`src/hw/rtl/ctlu_pkg.sv`:
```
// shared constants and types for the cpu tick line utilization block
// no dependencies

package ctlu_pkg;

	localparam int COUNTER_BITS = 48;
	localparam int TOTAL_BITS   = COUNTER_BITS + 3;
	localparam int IDLE_BITS    = COUNTER_BITS + 1;
	localparam int REM_BITS     = TOTAL_BITS + 7;
	localparam int FIELD_BITS   = 4;
	localparam int PCT_BITS     = 7;

	localparam logic [FIELD_BITS-1:0] MAX_FIELDS   = 4'd10;
	localparam logic [FIELD_BITS-1:0] TOTAL_FIELDS = 4'd8;
	localparam logic [FIELD_BITS-1:0] IDLE_FIELD_A = 4'd3;
	localparam logic [FIELD_BITS-1:0] IDLE_FIELD_B = 4'd4;

	localparam logic [7:0] CHAR_ZERO    = 8'h30;
	localparam logic [7:0] CHAR_NINE    = 8'h39;
	localparam logic [7:0] CHAR_NEWLINE = 8'h0a;

	localparam logic [PCT_BITS-1:0] PCT_FULL = 7'd100;

	localparam int QUEUE_DEPTH = 2;
	localparam int QPTR_BITS   = (QUEUE_DEPTH > 1) ? $clog2(QUEUE_DEPTH) : 1;
	localparam int QCNT_BITS   = $clog2(QUEUE_DEPTH + 1);

	typedef struct packed {
		logic [TOTAL_BITS-1:0] total;
		logic [IDLE_BITS-1:0]  idle;
		logic [FIELD_BITS-1:0] count;
	} line_sum_t;

endpackage

```
`src/hw/rtl/cpu_tick_line_utilization.sv`:
```
// top level of the cpu tick line utilization block
// depends on ctlu_pkg, ctlu_front, ctlu_queue, ctlu_back
//
// s_* channel: one ascii byte of a tick-counter line per word. bytes before the
// first digit of a line are dropped; any non-digit ends a field; up to ten fields
// are parsed, each saturating at the counter width. a newline closes the line.
// m_* channel: one word per closed line with busy percent (0..100), the field
// count and a first-line flag on tuser.
// throughput: one byte per cycle on the input. the back part takes each line
// through delta, compare, scale by 100, then a 7-step restoring divide, one
// quotient bit per cycle; early cases go from compare straight to the output
// step. a two-entry line queue absorbs short lines, and the input stalls only
// when that queue is full. a finished line sum passes through the queue before
// the back part takes it, and the result word is registered in the output step.
// reset clears the parser, queue, previous-line sums and output valid; the next
// line is treated as the first. when m_tready is low the result word holds and
// the back part waits, while the front keeps parsing into the queue.

module cpu_tick_line_utilization (
	input  logic        clk,
	input  logic        arst_n,
	input  logic        s_tvalid,
	output logic        s_tready,
	input  logic [7:0]  s_tdata,   // text_byte
	output logic        m_tvalid,
	input  logic        m_tready,
	output logic [15:0] m_tdata,   // busy_percent[6:0], fields_seen[10:7], zero fill
	output logic        m_tuser    // first_sample
);
	import ctlu_pkg::*;

	line_sum_t q_wdata;
	line_sum_t q_rdata;
	logic      q_push;
	logic      q_pop;
	logic      q_full;
	logic      q_empty;

	ctlu_front u_front (
		.clk      (clk),
		.arst_n   (arst_n),
		.s_tvalid (s_tvalid),
		.s_tready (s_tready),
		.s_tdata  (s_tdata),
		.q_full   (q_full),
		.q_push   (q_push),
		.q_wdata  (q_wdata)
	);

	ctlu_queue u_queue (
		.clk    (clk),
		.arst_n (arst_n),
		.push   (q_push),
		.wdata  (q_wdata),
		.pop    (q_pop),
		.rdata  (q_rdata),
		.full   (q_full),
		.empty  (q_empty)
	);

	ctlu_back u_back (
		.clk      (clk),
		.arst_n   (arst_n),
		.q_empty  (q_empty),
		.q_rdata  (q_rdata),
		.q_pop    (q_pop),
		.m_tvalid (m_tvalid),
		.m_tready (m_tready),
		.m_tdata  (m_tdata),
		.m_tuser  (m_tuser)
	);

endmodule

```
`src/hw/rtl/ctlu_front.sv`:
```
// front part: parses the byte stream into per-line tick sums
// depends on ctlu_pkg

module ctlu_front (
	input  logic                clk,
	input  logic                arst_n,
	input  logic                s_tvalid,
	output logic                s_tready,
	input  logic [7:0]          s_tdata,
	input  logic                q_full,
	output logic                q_push,
	output ctlu_pkg::line_sum_t q_wdata
);
	import ctlu_pkg::*;

	localparam logic PH_WAIT  = 1'b0;
	localparam logic PH_PARSE = 1'b1;

	logic                    phase_q;
	logic                    in_num_q;
	logic [FIELD_BITS-1:0]   idx_q;
	logic [COUNTER_BITS-1:0] fv_q;
	logic [TOTAL_BITS-1:0]   total_q;
	logic [IDLE_BITS-1:0]    idle_q;

	logic                    accept;
	logic                    is_digit;
	logic                    is_newline;
	logic [3:0]              digit;
	logic [COUNTER_BITS+3:0] fv_next_wide;
	logic [COUNTER_BITS-1:0] fv_next;
	logic [TOTAL_BITS-1:0]   total_c;
	logic [IDLE_BITS-1:0]    idle_c;
	logic [FIELD_BITS-1:0]   idx_c;

	assign s_tready   = !q_full;
	assign accept     = s_tvalid && s_tready;
	assign is_digit   = (s_tdata >= CHAR_ZERO) && (s_tdata <= CHAR_NINE);
	assign is_newline = (s_tdata == CHAR_NEWLINE);
	assign digit      = 4'(s_tdata - CHAR_ZERO);

	// saturating multiply by ten plus digit
	always_comb begin
		fv_next_wide = ((COUNTER_BITS+4)'(fv_q) << 3) + ((COUNTER_BITS+4)'(fv_q) << 1)
			+ (COUNTER_BITS+4)'(digit);
		if (fv_next_wide[COUNTER_BITS+3:COUNTER_BITS] != 4'd0) begin
			fv_next = '1;
		end else begin
			fv_next = fv_next_wide[COUNTER_BITS-1:0];
		end
	end

	// field commit
	always_comb begin
		total_c = total_q;
		idle_c  = idle_q;
		idx_c   = idx_q;
		if (in_num_q) begin
			if (idx_q < TOTAL_FIELDS) begin
				total_c = total_q + TOTAL_BITS'(fv_q);
			end
			if (idx_q == IDLE_FIELD_A || idx_q == IDLE_FIELD_B) begin
				idle_c = idle_q + IDLE_BITS'(fv_q);
			end
			idx_c = idx_q + 4'd1;
		end
	end

	assign q_push        = accept && (phase_q == PH_PARSE) && !is_digit && is_newline;
	assign q_wdata.total = total_c;
	assign q_wdata.idle  = idle_c;
	assign q_wdata.count = idx_c;

	always_ff @(posedge clk or negedge arst_n) begin
		if (!arst_n) begin
			phase_q  <= PH_WAIT;
			in_num_q <= 1'b0;
			idx_q    <= '0;
			fv_q     <= '0;
			total_q  <= '0;
			idle_q   <= '0;
		end else if (accept) begin
			if (is_digit) begin
				phase_q <= PH_PARSE;
				if (idx_q < MAX_FIELDS) begin
					fv_q     <= fv_next;
					in_num_q <= 1'b1;
				end
			end else if (phase_q == PH_PARSE) begin
				if (is_newline) begin
					phase_q  <= PH_WAIT;
					in_num_q <= 1'b0;
					idx_q    <= '0;
					fv_q     <= '0;
					total_q  <= '0;
					idle_q   <= '0;
				end else if (in_num_q) begin
					in_num_q <= 1'b0;
					idx_q    <= idx_c;
					fv_q     <= '0;
					total_q  <= total_c;
					idle_q   <= idle_c;
				end
			end
		end
	end

endmodule

```
`src/hw/rtl/ctlu_queue.sv`:
```
// short queue of finished line sums between front and back parts
// depends on ctlu_pkg

module ctlu_queue (
	input  logic                clk,
	input  logic                arst_n,
	input  logic                push,
	input  ctlu_pkg::line_sum_t wdata,
	input  logic                pop,
	output ctlu_pkg::line_sum_t rdata,
	output logic                full,
	output logic                empty
);
	import ctlu_pkg::*;

	line_sum_t            entry_q [QUEUE_DEPTH];
	logic [QPTR_BITS-1:0] wr_ptr_q;
	logic [QPTR_BITS-1:0] rd_ptr_q;
	logic [QCNT_BITS-1:0] cnt_q;
	logic                 do_push;
	logic                 do_pop;

	assign full    = (cnt_q == QCNT_BITS'(QUEUE_DEPTH));
	assign empty   = (cnt_q == '0);
	assign do_push = push && !full;
	assign do_pop  = pop && !empty;
	assign rdata   = entry_q[rd_ptr_q];

	always_ff @(posedge clk) begin
		if (do_push) begin
			entry_q[wr_ptr_q] <= wdata;
		end
	end

	always_ff @(posedge clk or negedge arst_n) begin
		if (!arst_n) begin
			wr_ptr_q <= '0;
			rd_ptr_q <= '0;
			cnt_q    <= '0;
		end else begin
			if (do_push) begin
				wr_ptr_q <= (wr_ptr_q == QPTR_BITS'(QUEUE_DEPTH - 1)) ? '0 : wr_ptr_q + 1'b1;
			end
			if (do_pop) begin
				rd_ptr_q <= (rd_ptr_q == QPTR_BITS'(QUEUE_DEPTH - 1)) ? '0 : rd_ptr_q + 1'b1;
			end
			if (do_push && !do_pop) begin
				cnt_q <= cnt_q + 1'b1;
			end else if (do_pop && !do_push) begin
				cnt_q <= cnt_q - 1'b1;
			end
		end
	end

endmodule

```
`src/hw/rtl/ctlu_back.sv`:
```
// back part: deltas against the previous line, bit-serial percent divide, output register
// depends on ctlu_pkg

module ctlu_back (
	input  logic                clk,
	input  logic                arst_n,
	input  logic                q_empty,
	input  ctlu_pkg::line_sum_t q_rdata,
	output logic                q_pop,
	output logic                m_tvalid,
	input  logic                m_tready,
	output logic [15:0]         m_tdata,
	output logic                m_tuser
);
	import ctlu_pkg::*;

	localparam logic [2:0] B_IDLE = 3'd0;
	localparam logic [2:0] B_SUB  = 3'd1;
	localparam logic [2:0] B_CHK  = 3'd2;
	localparam logic [2:0] B_MUL  = 3'd3;
	localparam logic [2:0] B_DIV  = 3'd4;
	localparam logic [2:0] B_FIN  = 3'd5;

	logic [2:0]            st_q;
	logic                  have_prev_q;
	logic [TOTAL_BITS-1:0] prev_total_q;
	logic [IDLE_BITS-1:0]  prev_idle_q;
	logic                  out_valid_q;
	logic [2:0]            cnt_q;

	line_sum_t             cur_q;
	logic [TOTAL_BITS:0]   dt_q;
	logic [IDLE_BITS:0]    di_q;
	logic                  first_q;
	logic [TOTAL_BITS-1:0] num_q;
	logic [REM_BITS-1:0]   rem_q;
	logic [REM_BITS-1:0]   div_q;
	logic [PCT_BITS-1:0]   pct_q;
	logic [PCT_BITS-1:0]   out_pct_q;
	logic                  out_first_q;
	logic [FIELD_BITS-1:0] out_count_q;

	logic [TOTAL_BITS-1:0] di_ext;
	logic                  out_free;
	logic                  q_bit;

	assign q_pop    = (st_q == B_IDLE) && !q_empty;
	assign out_free = !out_valid_q || m_tready;
	assign di_ext   = TOTAL_BITS'(di_q[IDLE_BITS-1:0]);
	assign q_bit    = (rem_q >= div_q);

	assign m_tvalid = out_valid_q;
	assign m_tuser  = out_first_q;
	assign m_tdata  = {5'd0, out_count_q, out_pct_q};

	always_ff @(posedge clk or negedge arst_n) begin
		if (!arst_n) begin
			st_q         <= B_IDLE;
			have_prev_q  <= 1'b0;
			prev_total_q <= '0;
			prev_idle_q  <= '0;
			out_valid_q  <= 1'b0;
			cnt_q        <= '0;
		end else begin
			if (st_q == B_FIN && out_free) begin
				out_valid_q <= 1'b1;
			end else if (m_tready) begin
				out_valid_q <= 1'b0;
			end
			unique case (st_q)
				B_IDLE: begin
					if (!q_empty) begin
						st_q <= B_SUB;
					end
				end
				B_SUB: begin
					prev_total_q <= cur_q.total;
					prev_idle_q  <= cur_q.idle;
					have_prev_q  <= 1'b1;
					st_q         <= B_CHK;
				end
				B_CHK: begin
					priority if (first_q || dt_q[TOTAL_BITS] ||
						dt_q[TOTAL_BITS-1:0] == '0 || di_q[IDLE_BITS] ||
						di_ext >= dt_q[TOTAL_BITS-1:0] || di_ext == '0) begin
						st_q <= B_FIN;
					end else begin
						st_q <= B_MUL;
					end
				end
				B_MUL: begin
					cnt_q <= 3'(PCT_BITS - 1);
					st_q  <= B_DIV;
				end
				B_DIV: begin
					cnt_q <= cnt_q - 3'd1;
					if (cnt_q == '0) begin
						st_q <= B_FIN;
					end
				end
				B_FIN: begin
					if (out_free) begin
						st_q <= B_IDLE;
					end
				end
				default: begin
					st_q <= B_IDLE;
				end
			endcase
		end
	end

	always_ff @(posedge clk) begin
		unique case (st_q)
			B_IDLE: begin
				if (!q_empty) begin
					cur_q <= q_rdata;
				end
			end
			B_SUB: begin
				dt_q    <= {1'b0, cur_q.total} - {1'b0, prev_total_q};
				di_q    <= {1'b0, cur_q.idle} - {1'b0, prev_idle_q};
				first_q <= !have_prev_q;
			end
			B_CHK: begin
				num_q <= dt_q[TOTAL_BITS-1:0] - di_ext;
				priority if (first_q) begin
					pct_q <= '0;
				end else if (dt_q[TOTAL_BITS] || dt_q[TOTAL_BITS-1:0] == '0) begin
					pct_q <= '0;
				end else if (di_q[IDLE_BITS]) begin
					pct_q <= PCT_FULL;
				end else if (di_ext >= dt_q[TOTAL_BITS-1:0]) begin
					pct_q <= '0;
				end else if (di_ext == '0) begin
					pct_q <= PCT_FULL;
				end else begin
					pct_q <= '0;
				end
			end
			B_MUL: begin
				// times 100 as 64 + 32 + 4
				rem_q <= (REM_BITS'(num_q) << 6) + (REM_BITS'(num_q) << 5)
					+ (REM_BITS'(num_q) << 2);
				div_q <= REM_BITS'(dt_q[TOTAL_BITS-1:0]) << (PCT_BITS - 1);
				pct_q <= '0;
			end
			B_DIV: begin
				if (q_bit) begin
					rem_q <= rem_q - div_q;
				end
				div_q <= div_q >> 1;
				pct_q <= {pct_q[PCT_BITS-2:0], q_bit};
			end
			B_FIN: begin
				if (out_free) begin
					out_pct_q   <= pct_q;
					out_first_q <= first_q;
					out_count_q <= cur_q.count;
				end
			end
			default: begin
			end
		endcase
	end

endmodule

```
`config.mk`:
```
export PLATFORM = sky130hd
export DESIGN_NAME = cpu_tick_line_utilization
export DESIGN_NICKNAME = d
export VERILOG_FILES = /design/src/hw/rtl/ctlu_pkg.sv /design/src/hw/rtl/cpu_tick_line_utilization.sv /design/src/hw/rtl/ctlu_front.sv /design/src/hw/rtl/ctlu_queue.sv /design/src/hw/rtl/ctlu_back.sv
export SDC_FILE = /design/constraint.sdc
export NUM_CORES = 2
export LEC_CHECK = 0
export ABC_AREA = 1
export BUFFER_PORTS_ARGS = -buffer_cell sky130_fd_sc_hd__buf_2
export CAP_MARGIN = 20
export CORE_UTILIZATION = 65
export CTS_CLUSTER_SIZE = 12
export DETAILED_ROUTE_END_ITERATION = 16
export GPL_TIMING_DRIVEN = 0
export PLACE_DENSITY = 0.81
export SLEW_MARGIN = 20
export SYNTH_ARGS = -nofsm -noshare
export SYNTH_HDL_FRONTEND = slang
export SYNTH_SLANG_ARGS = --single-unit
```
`constraint.sdc`:
```
create_clock -name clk -period 8.89 [get_ports clk]
set_input_delay 0.889 -clock clk [delete_from_list [all_inputs] [get_ports clk]]
set_output_delay 0.889 -clock clk [all_outputs]
set_load 0.01 [all_outputs]
```
# Word level (Yosys, flattened, before mapping)
# Memory sizes are Yosys's and may differ from the RTL's. A register that Yosys moved wholly into a read port is not among the register bits.
# Cells that the tools add are included.
[classes]
addsub = 17
mul = 0
n_div = 0
order_cmp = 6
eq_ne = 14
n_shift = 0
n_mux = 46
bitwise = 2
reduce_logical = 46
[ops]
columns = ["op", "n"]
rows = [
  ["two-way mux 48 bit", 6],
  ["one-hot mux 58 bit (2 select lines)", 2],
  ["two-way mux 51 bit", 4],
  ["two-way mux 49 bit", 4],
  ["zero test 51 bit", 2],
  ["adder 57 x 56 -> 58 bit", 1],
  ["adder 58 x 53 -> 58 bit", 1],
  [">= comparator 58 bit", 1],
  ["two-way mux 58 bit", 1],
  ["subtractor 58 bit", 1],
  ["adder 51 x 49 -> 52 bit", 1],
  ["adder 52 x 4 -> 52 bit", 1],
  ["subtractor 51 x 51 -> 52 bit", 1],
  ["adder 51 x 48 -> 51 bit", 1],
  [">= comparator 49 x 51 -> 1 bit", 1],
  ["subtractor 51 x 49 -> 51 bit", 1],
  ["subtractor 49 x 49 -> 50 bit", 1],
  ["adder 49 x 48 -> 49 bit", 1],
  ["two-way mux 7 bit", 5],
  ["one-hot mux 7 bit (3 select lines)", 1],
  ["one-hot mux 3 bit (6 select lines)", 1],
  ["two-way mux 1 bit", 12],
  ["two-way mux 3 bit", 4],
  ["two-way mux 4 bit", 3],
  ["other kinds (32)", 74],
]
[word_totals]
regBits = 555
latchBits = 0
ramBits = 208
romBits = 0
inputBits = 12
out_inout_bits = 19
word_cells = 157
n_memories = 1
[mem_list]
columns = ["name", "depth", "width", "read_ports", "rd_clocked_by_memory_dff", "write_ports", "line", "source"]
rows = [
  ["u_queue.entry_q", 2, 104, 1, 1, 1, "ctlu_queue.sv:16", "line_sum_t entry_q [QUEUE_DEPTH];"],
]

# Longest topological paths before layout
[logic_depth]
depth_word = 11
mapped_depth = 21
depth_no_buf = 19

# Cells and area by module
# Synthesis repeated with hierarchy kept, for this count alone.
[hier_totals]
cells_unflattened = 9147
area_unflattened_um2 = 66152.2
[modules_own_cells]
columns = ["module", "n_inst", "cells_each", "area_per_inst_um2", "seq_area_each_um2"]
rows = [
  ["ctlu_back", 1, 5269, 38787.2, 14473.9],
  ["ctlu_front", 1, 3303, 19553.8, 3853.7],
  ["ctlu_queue", 1, 575, 7811.2, 6346.1],
]

# Least setup slack after synthesis
# Ideal clock, no wire load.
[synth_path]
kind = "register to register"
from = "register u_back.st_q[0]"
to = "register u_queue.cnt_q[1]"
t_arrival_ps = 6816
t_required_ps = 8759
setup_slack_ps = 1943
path_stages_with_launch = 9
path_buffers = 0
period_less_slack_ps = 6947
path_cell_list = "dfrtp_1 nor2_1 nand2_1 a21oi_1 inv_1 ha_1 a21oi_1 o21ai_0 xor2_1"
[synth_via]
elab_chain_len = 6
elab_cells_between_ends = 8
classes_between = "mux: 1; reduce/logical: 7"
[synth_rtl]
columns = ["item", "line", "source"]
rows = [
  ["from (decl)", "ctlu_back.sv:24", "logic [2:0] st_q;"],
  ["from (signal assigned)", "ctlu_back.sv:58", "st_q <= B_IDLE;"],
  ["from (signal assigned)", "ctlu_back.sv:73", "st_q <= B_SUB;"],
  ["from (signal assigned)", "ctlu_back.sv:80", "st_q <= B_CHK;"],
  ["zero test 3 bit *", "ctlu_back.sv:47", "assign q_pop = (st_q == B_IDLE) && !q_empty;"],
  ["logical AND 1 bit *", "ctlu_back.sv:47", ""],
  ["net q_pop", "cpu_tick_line_utilization.sv:35", "logic q_pop;"],
  ["logical AND 1 bit *", "ctlu_queue.sv:26", "assign do_pop = pop && !empty;"],
  ["zero test 1 bit", "ctlu_queue.sv:47", "if (do_push && !do_pop) begin"],
  ["logical AND 1 bit", "ctlu_queue.sv:47", ""],
  ["two-way mux 2 bit / nonzero test 2 bit (equally long branches)", "-", ""],
  ["to (signal assigned)", "ctlu_queue.sv:48", "cnt_q <= cnt_q + 1'b1;"],
  ["to (signal assigned)", "ctlu_queue.sv:50", "cnt_q <= cnt_q - 1'b1;"],
  ["to (decl)", "ctlu_queue.sv:19", "logic [QCNT_BITS-1:0] cnt_q;"],
]
# Mark *: on every way through the listed nets, which the timed path passes. The rest lies on a longest branch.
# A chain may end at the register's enable or synchronous reset.

# Worst setup path after layout
[layout_path]
from = "register u_back.dt_q[12]"
to = "register u_back.pct_q[6], data pin"
[layout_via]
elab_chain_len = 6
elab_cells_between_ends = 8
classes_between = "order compare: 1; mux: 5; reduce/logical: 2"
[layout_rtl]
columns = ["item", "line", "source"]
rows = [
  ["from (decl)", "ctlu_back.sv:32", "logic [TOTAL_BITS:0] dt_q;"],
  ["from (signal assigned)", "ctlu_back.sv:121", "dt_q <= {1'b0, cur_q.total} - {1'b0, prev_total_q};"],
  [">= comparator 49 x 51 -> 1 bit", "ctlu_back.sv:133", "end else if (di_ext >= dt_q[TOTAL_BITS-1:0]) begin"],
  ["two-way mux 7 bit", "ctlu_back.sv:133", ""],
  ["two-way mux 7 bit", "ctlu_back.sv:131", "end else if (di_q[IDLE_BITS]) begin"],
  ["two-way mux 7 bit *", "ctlu_back.sv:129", "end else if (dt_q[TOTAL_BITS] || dt_q[TOTAL_BITS-1:0] == '0) begin"],
  ["two-way mux 7 bit *", "ctlu_back.sv:127", "priority if (first_q) begin"],
  ["one-hot mux 7 bit (3 select lines) *", "ctlu_back.sv:114", "unique case (st_q)"],
  ["to (signal assigned)", "ctlu_back.sv:153", "pct_q <= {pct_q[PCT_BITS-2:0], q_bit};"],
  ["to (decl)", "ctlu_back.sv:38", "logic [PCT_BITS-1:0] pct_q;"],
]
# Every way passes the cells marked *; elsewhere a longest branch is shown, timed or not.

==> run metrics <==
clk_skew=about 0.045 ns; synthesized area=0.0645 mm^2; vias in the first global route=around 61,000; total of max-cap violations=0; Max Slew Vio Count=0; Placer Congestion=approximately 1.1; Worst slew margin=0.142; # rows=approximately 120; nets=9,420; clock buffer depth=3; minimum clock period=slightly above 4 ns; fmax=~240 MHz; synthesized instance count=roughly 8,800; Logic pwr share=0.623; commonest non-fill, non-tap cell in the layout=nand2_1; Final Hold Violating Endpoints=0; postcts setup bufs=0; post-DR vias/cell=~6.3; core area=slightly below 0.1 mm^2; final worst path period share=0.463; sequential power share=0.255; cell-by-cell trace of the critical path=ha_1 > nand2_1 > nor2_1 > nand2_1 > nor4_1 > nand2_1 > nand2_1 > a21oi_1 > o21ai_0 > nand2_1; critical path class=reg -> reg; Net Sw Power=16.8 mW; cts hold-fix bufs=0; area share of fa/ha/maj cells after synthesis=0.106; maximum VDD drop=between 200 and 300 uV; IO Count=31; dpl cell area=0.0668 mm^2; placed cell count=10,087; PostCTS Resize Cnt=0; RSZ-0062 raised after global routing=false; P_int=between 10 and 15 mW; cell repeated most along the worst path=nand2_1; Tightest Pin Transition=approximately 1.3 ns; Finished Layout Cells=just over 10,000; first drt pass iteration count=8; Routed WL=243 mm; Compound-Gate Fraction of Synth Area=0.121; Root Driver=clkbuf_16; status=finished, final reports clean; Critical Path Start Type=register; Overflow after GRT=0; Lkg Pwr=32.8 nW; Vias=around 64,000; I/O Buffers=25; pwr/cell area=between 400 and 500 mW/mm^2; main combinational cell family by area after synthesis=simple AND/OR/NAND/NOR gates; Residual DRC=0; post-route cell area=around 0.070 mm^2; CP Capture Type=register; CP max stage delay=1.00 ns; DRT iter0 DRCs=8,747; dpl hpwl=around 190 mm; Initial Util=0.656; multiplexer area fraction after synthesis=0.000175; share of layout cells above drive strength 1=0.0408; H-tree depth=3; XOR/XNOR Fraction of Synth Area=0.0333; clock network power share=0.121; Hold WC Path Type=in -> async; Syn Area/Cell=around 7.4 um^2; global-route wire length before repair=~360 mm; die area=between 0.1 and 0.15 mm^2; clock latency on the worst-skew pair=around 0.73 ns; maximum number of pins on one net before global-route repair=98; family with the most delay on the worst path=simple AND/OR/NAND/NOR gates; CP max stage cell=o21ai_0; Netlist cell types=53; most frequent cells in the layout=nand2_1 (2,585), inv_1 (1,242), nor2_1 (863); GRT Util Overall=0.477; clock sink count=866; drt wl/cell=23.7 um; CP Buf/Inv Count=0; Yosys reg bits=~870; Post-Synth Simple-Gate Area=0.274; switching share of power=0.532; sequential area share after synthesis=0.382; yosys warns=0; initial antenna violation count=14; final setup fails=0; Layout area overhead=8.19%; CTS buffer count=93; worst-path maximum fanout=5; critical path arrival=about 4.5 ns; Worst EP required=around 9.3 ns; CTS tree=built; Clock transition at path regs=roughly 0.060 ns; Die Height=about 320 um; Final ANT Viol Nets=0; Die X=roughly 320 um
[sequential cells by signal, indices dropped and copies added (netlist names), 7 cells and up]
register             flops
u_back.dt_q             52
u_back.di_q             50
u_back.rem_q            58
u_back.cur_q           104
u_back.num_q            51
u_back.pct_q             7
u_back.div_q            57
u_back.prev_idle_q      49
u_back.out_pct_q         7
u_front.idle_q          49
u_back.prev_total_q     51
u_front.total_q         51
u_queue.entry_q        208
u_front.fv_q            48
[cell usage after synthesis, drive strengths merged]
cell / instances / area share
nand2: 2602 / 0.15
inv: 1265 / 0.074
nor2: 891 / 0.053
o21ai: 602 / 0.047
edfxtp: 600 / 0.28
a21oi: 592 / 0.046
ha: 457 / 0.089
nand3: 441 / 0.036
dfrtp: 266 / 0.10
xor2: 142 / 0.019
nand4: 119 / 0.012
xnor2: 103 / 0.014
clkbuf: 95 / 0.0055
nor3: 85 / 0.0067
o21bai: 68 / 0.0079
or2: 57 / 0.0055
fa: 56 / 0.017
a31oi: 48 / 0.0047
buf: 43 / 0.0042
a21boi: 34 / 0.0040
a21o: 33 / 0.0038
nor4: 30 / 0.0029
nand3b: 27 / 0.0031
o21a: 25 / 0.0029
and2: 15 / 0.0015
o211ai: 13 / 0.0015
o22ai: 13 / 0.0013
and3: 7 / 0.00068
a22o: 5 / 0.00068
a211oi: 4 / 0.00047
o221ai: 3 / 0.00041
a221oi: 2 / 0.00027
o2111ai: 2 / 0.00027
conb: 1 / 0.000058
mux2: 1 / 0.00017
nand2b: 1 / 0.000097
nor3b: 1 / 0.00012
o211a: 1 / 0.00016
[worst register-to-register path, delay by kind of cell, from the launching register on]
kind / cells / cell delay (ns)
AND/OR/NAND/NOR: 7 / 1.63
adder cells (fa/ha/maj): 1 / 0.53
AO/OA/AOI/OAI: 2 / 1.07
flip-flops: 1 / 0.61
[metal layers]
metal	vias to the layer above	wire length, um	global-route usage
li1	28978	-	-
met1	29546	85500	0.562
met2	4573	104000	0.732
met3	1172	31200	0.144
met4	14	21600	0.362
met5	-	174	0.00616
[final timing paths]
check                                     startpoint                                   to  slack, ns  cells after the start
hold / removal                                arst_n  u_back.prev_total_q[48]$_DFFE_PN0P_        0.1                      1
setup / recovery           u_back.dt_q[12]$_DFFE_PP_            u_back.pct_q[6]$_DFFE_PP_       4.78                     10
setup reg to reg           u_back.dt_q[12]$_DFFE_PP_            u_back.pct_q[6]$_DFFE_PP_       4.78                     10
min in group clk           u_back.pct_q[6]$_DFFE_PP_        u_back.out_pct_q[6]$_DFFE_PP_       0.42                      0
max in group asynchronous                     arst_n         u_front.fv_q[11]$_DFFE_PN0P_       7.51                      3
hold reg to reg            u_back.pct_q[6]$_DFFE_PP_        u_back.out_pct_q[6]$_DFFE_PP_       0.42                      0
[logic make-up (layout without fill, tap and decap cells)]
logic type               after synthesis  count (layout)
other                                  1              15
XOR/XNOR                             245             245
AND/OR/NAND/NOR                     4276            4276
multiplexers                           1               1
AO/OA/AOI/OAI                       1445            1445
buffers and inverters               1403            1623
flip-flops                           866             866
adder cells (fa/ha/maj)              513             513
[power by group through the flow]
stage               logic, mW  registers (mW)  clock network (mW)
floorplan                12.6            7.43                   0
global placement         17.9            8.05                   0
detailed placement       18.5            7.96                   0
CTS                      18.8            7.92                3.81
global route             21.1            8.12                3.95
finish                   19.7            8.08                3.84
[area by class of cell]
type                            count  area, um^2
Buffer                            138         629
Clock inverter                     33         340
Inverter                         1265        4750
Sequential cell                   866       24700
Fill cell                        7857       28600
Clock buffer                      141        2590
Tap cell                         1287        1610
Timing Repair Buffer               46         637
Multi-Input combinational cell   6485       34500
Antenna cell                       10        25.0
[stage by stage]
stage / TNS (ns) / setup WS [ns] / hold WS [ns] / power, mW / utilization
after floorplan: 0 / 1.94 / 0.400 / 20.0 / -
after global routing: 0 / 4.72 / 0.124 / 33.2 / 0.709
final: 0 / 4.78 / 0.0951 / 31.7 / 0.709
after CTS: 0 / 5.00 / 0.0894 / 30.5 / 0.709
after global placement: -109.00 / -0.532 / 0.402 / 25.9 / 0.673
after detailed placement: 0 / 4.85 / 0.407 / 26.5 / 0.679
Note: power is estimated with default switching activity, not from simulation.
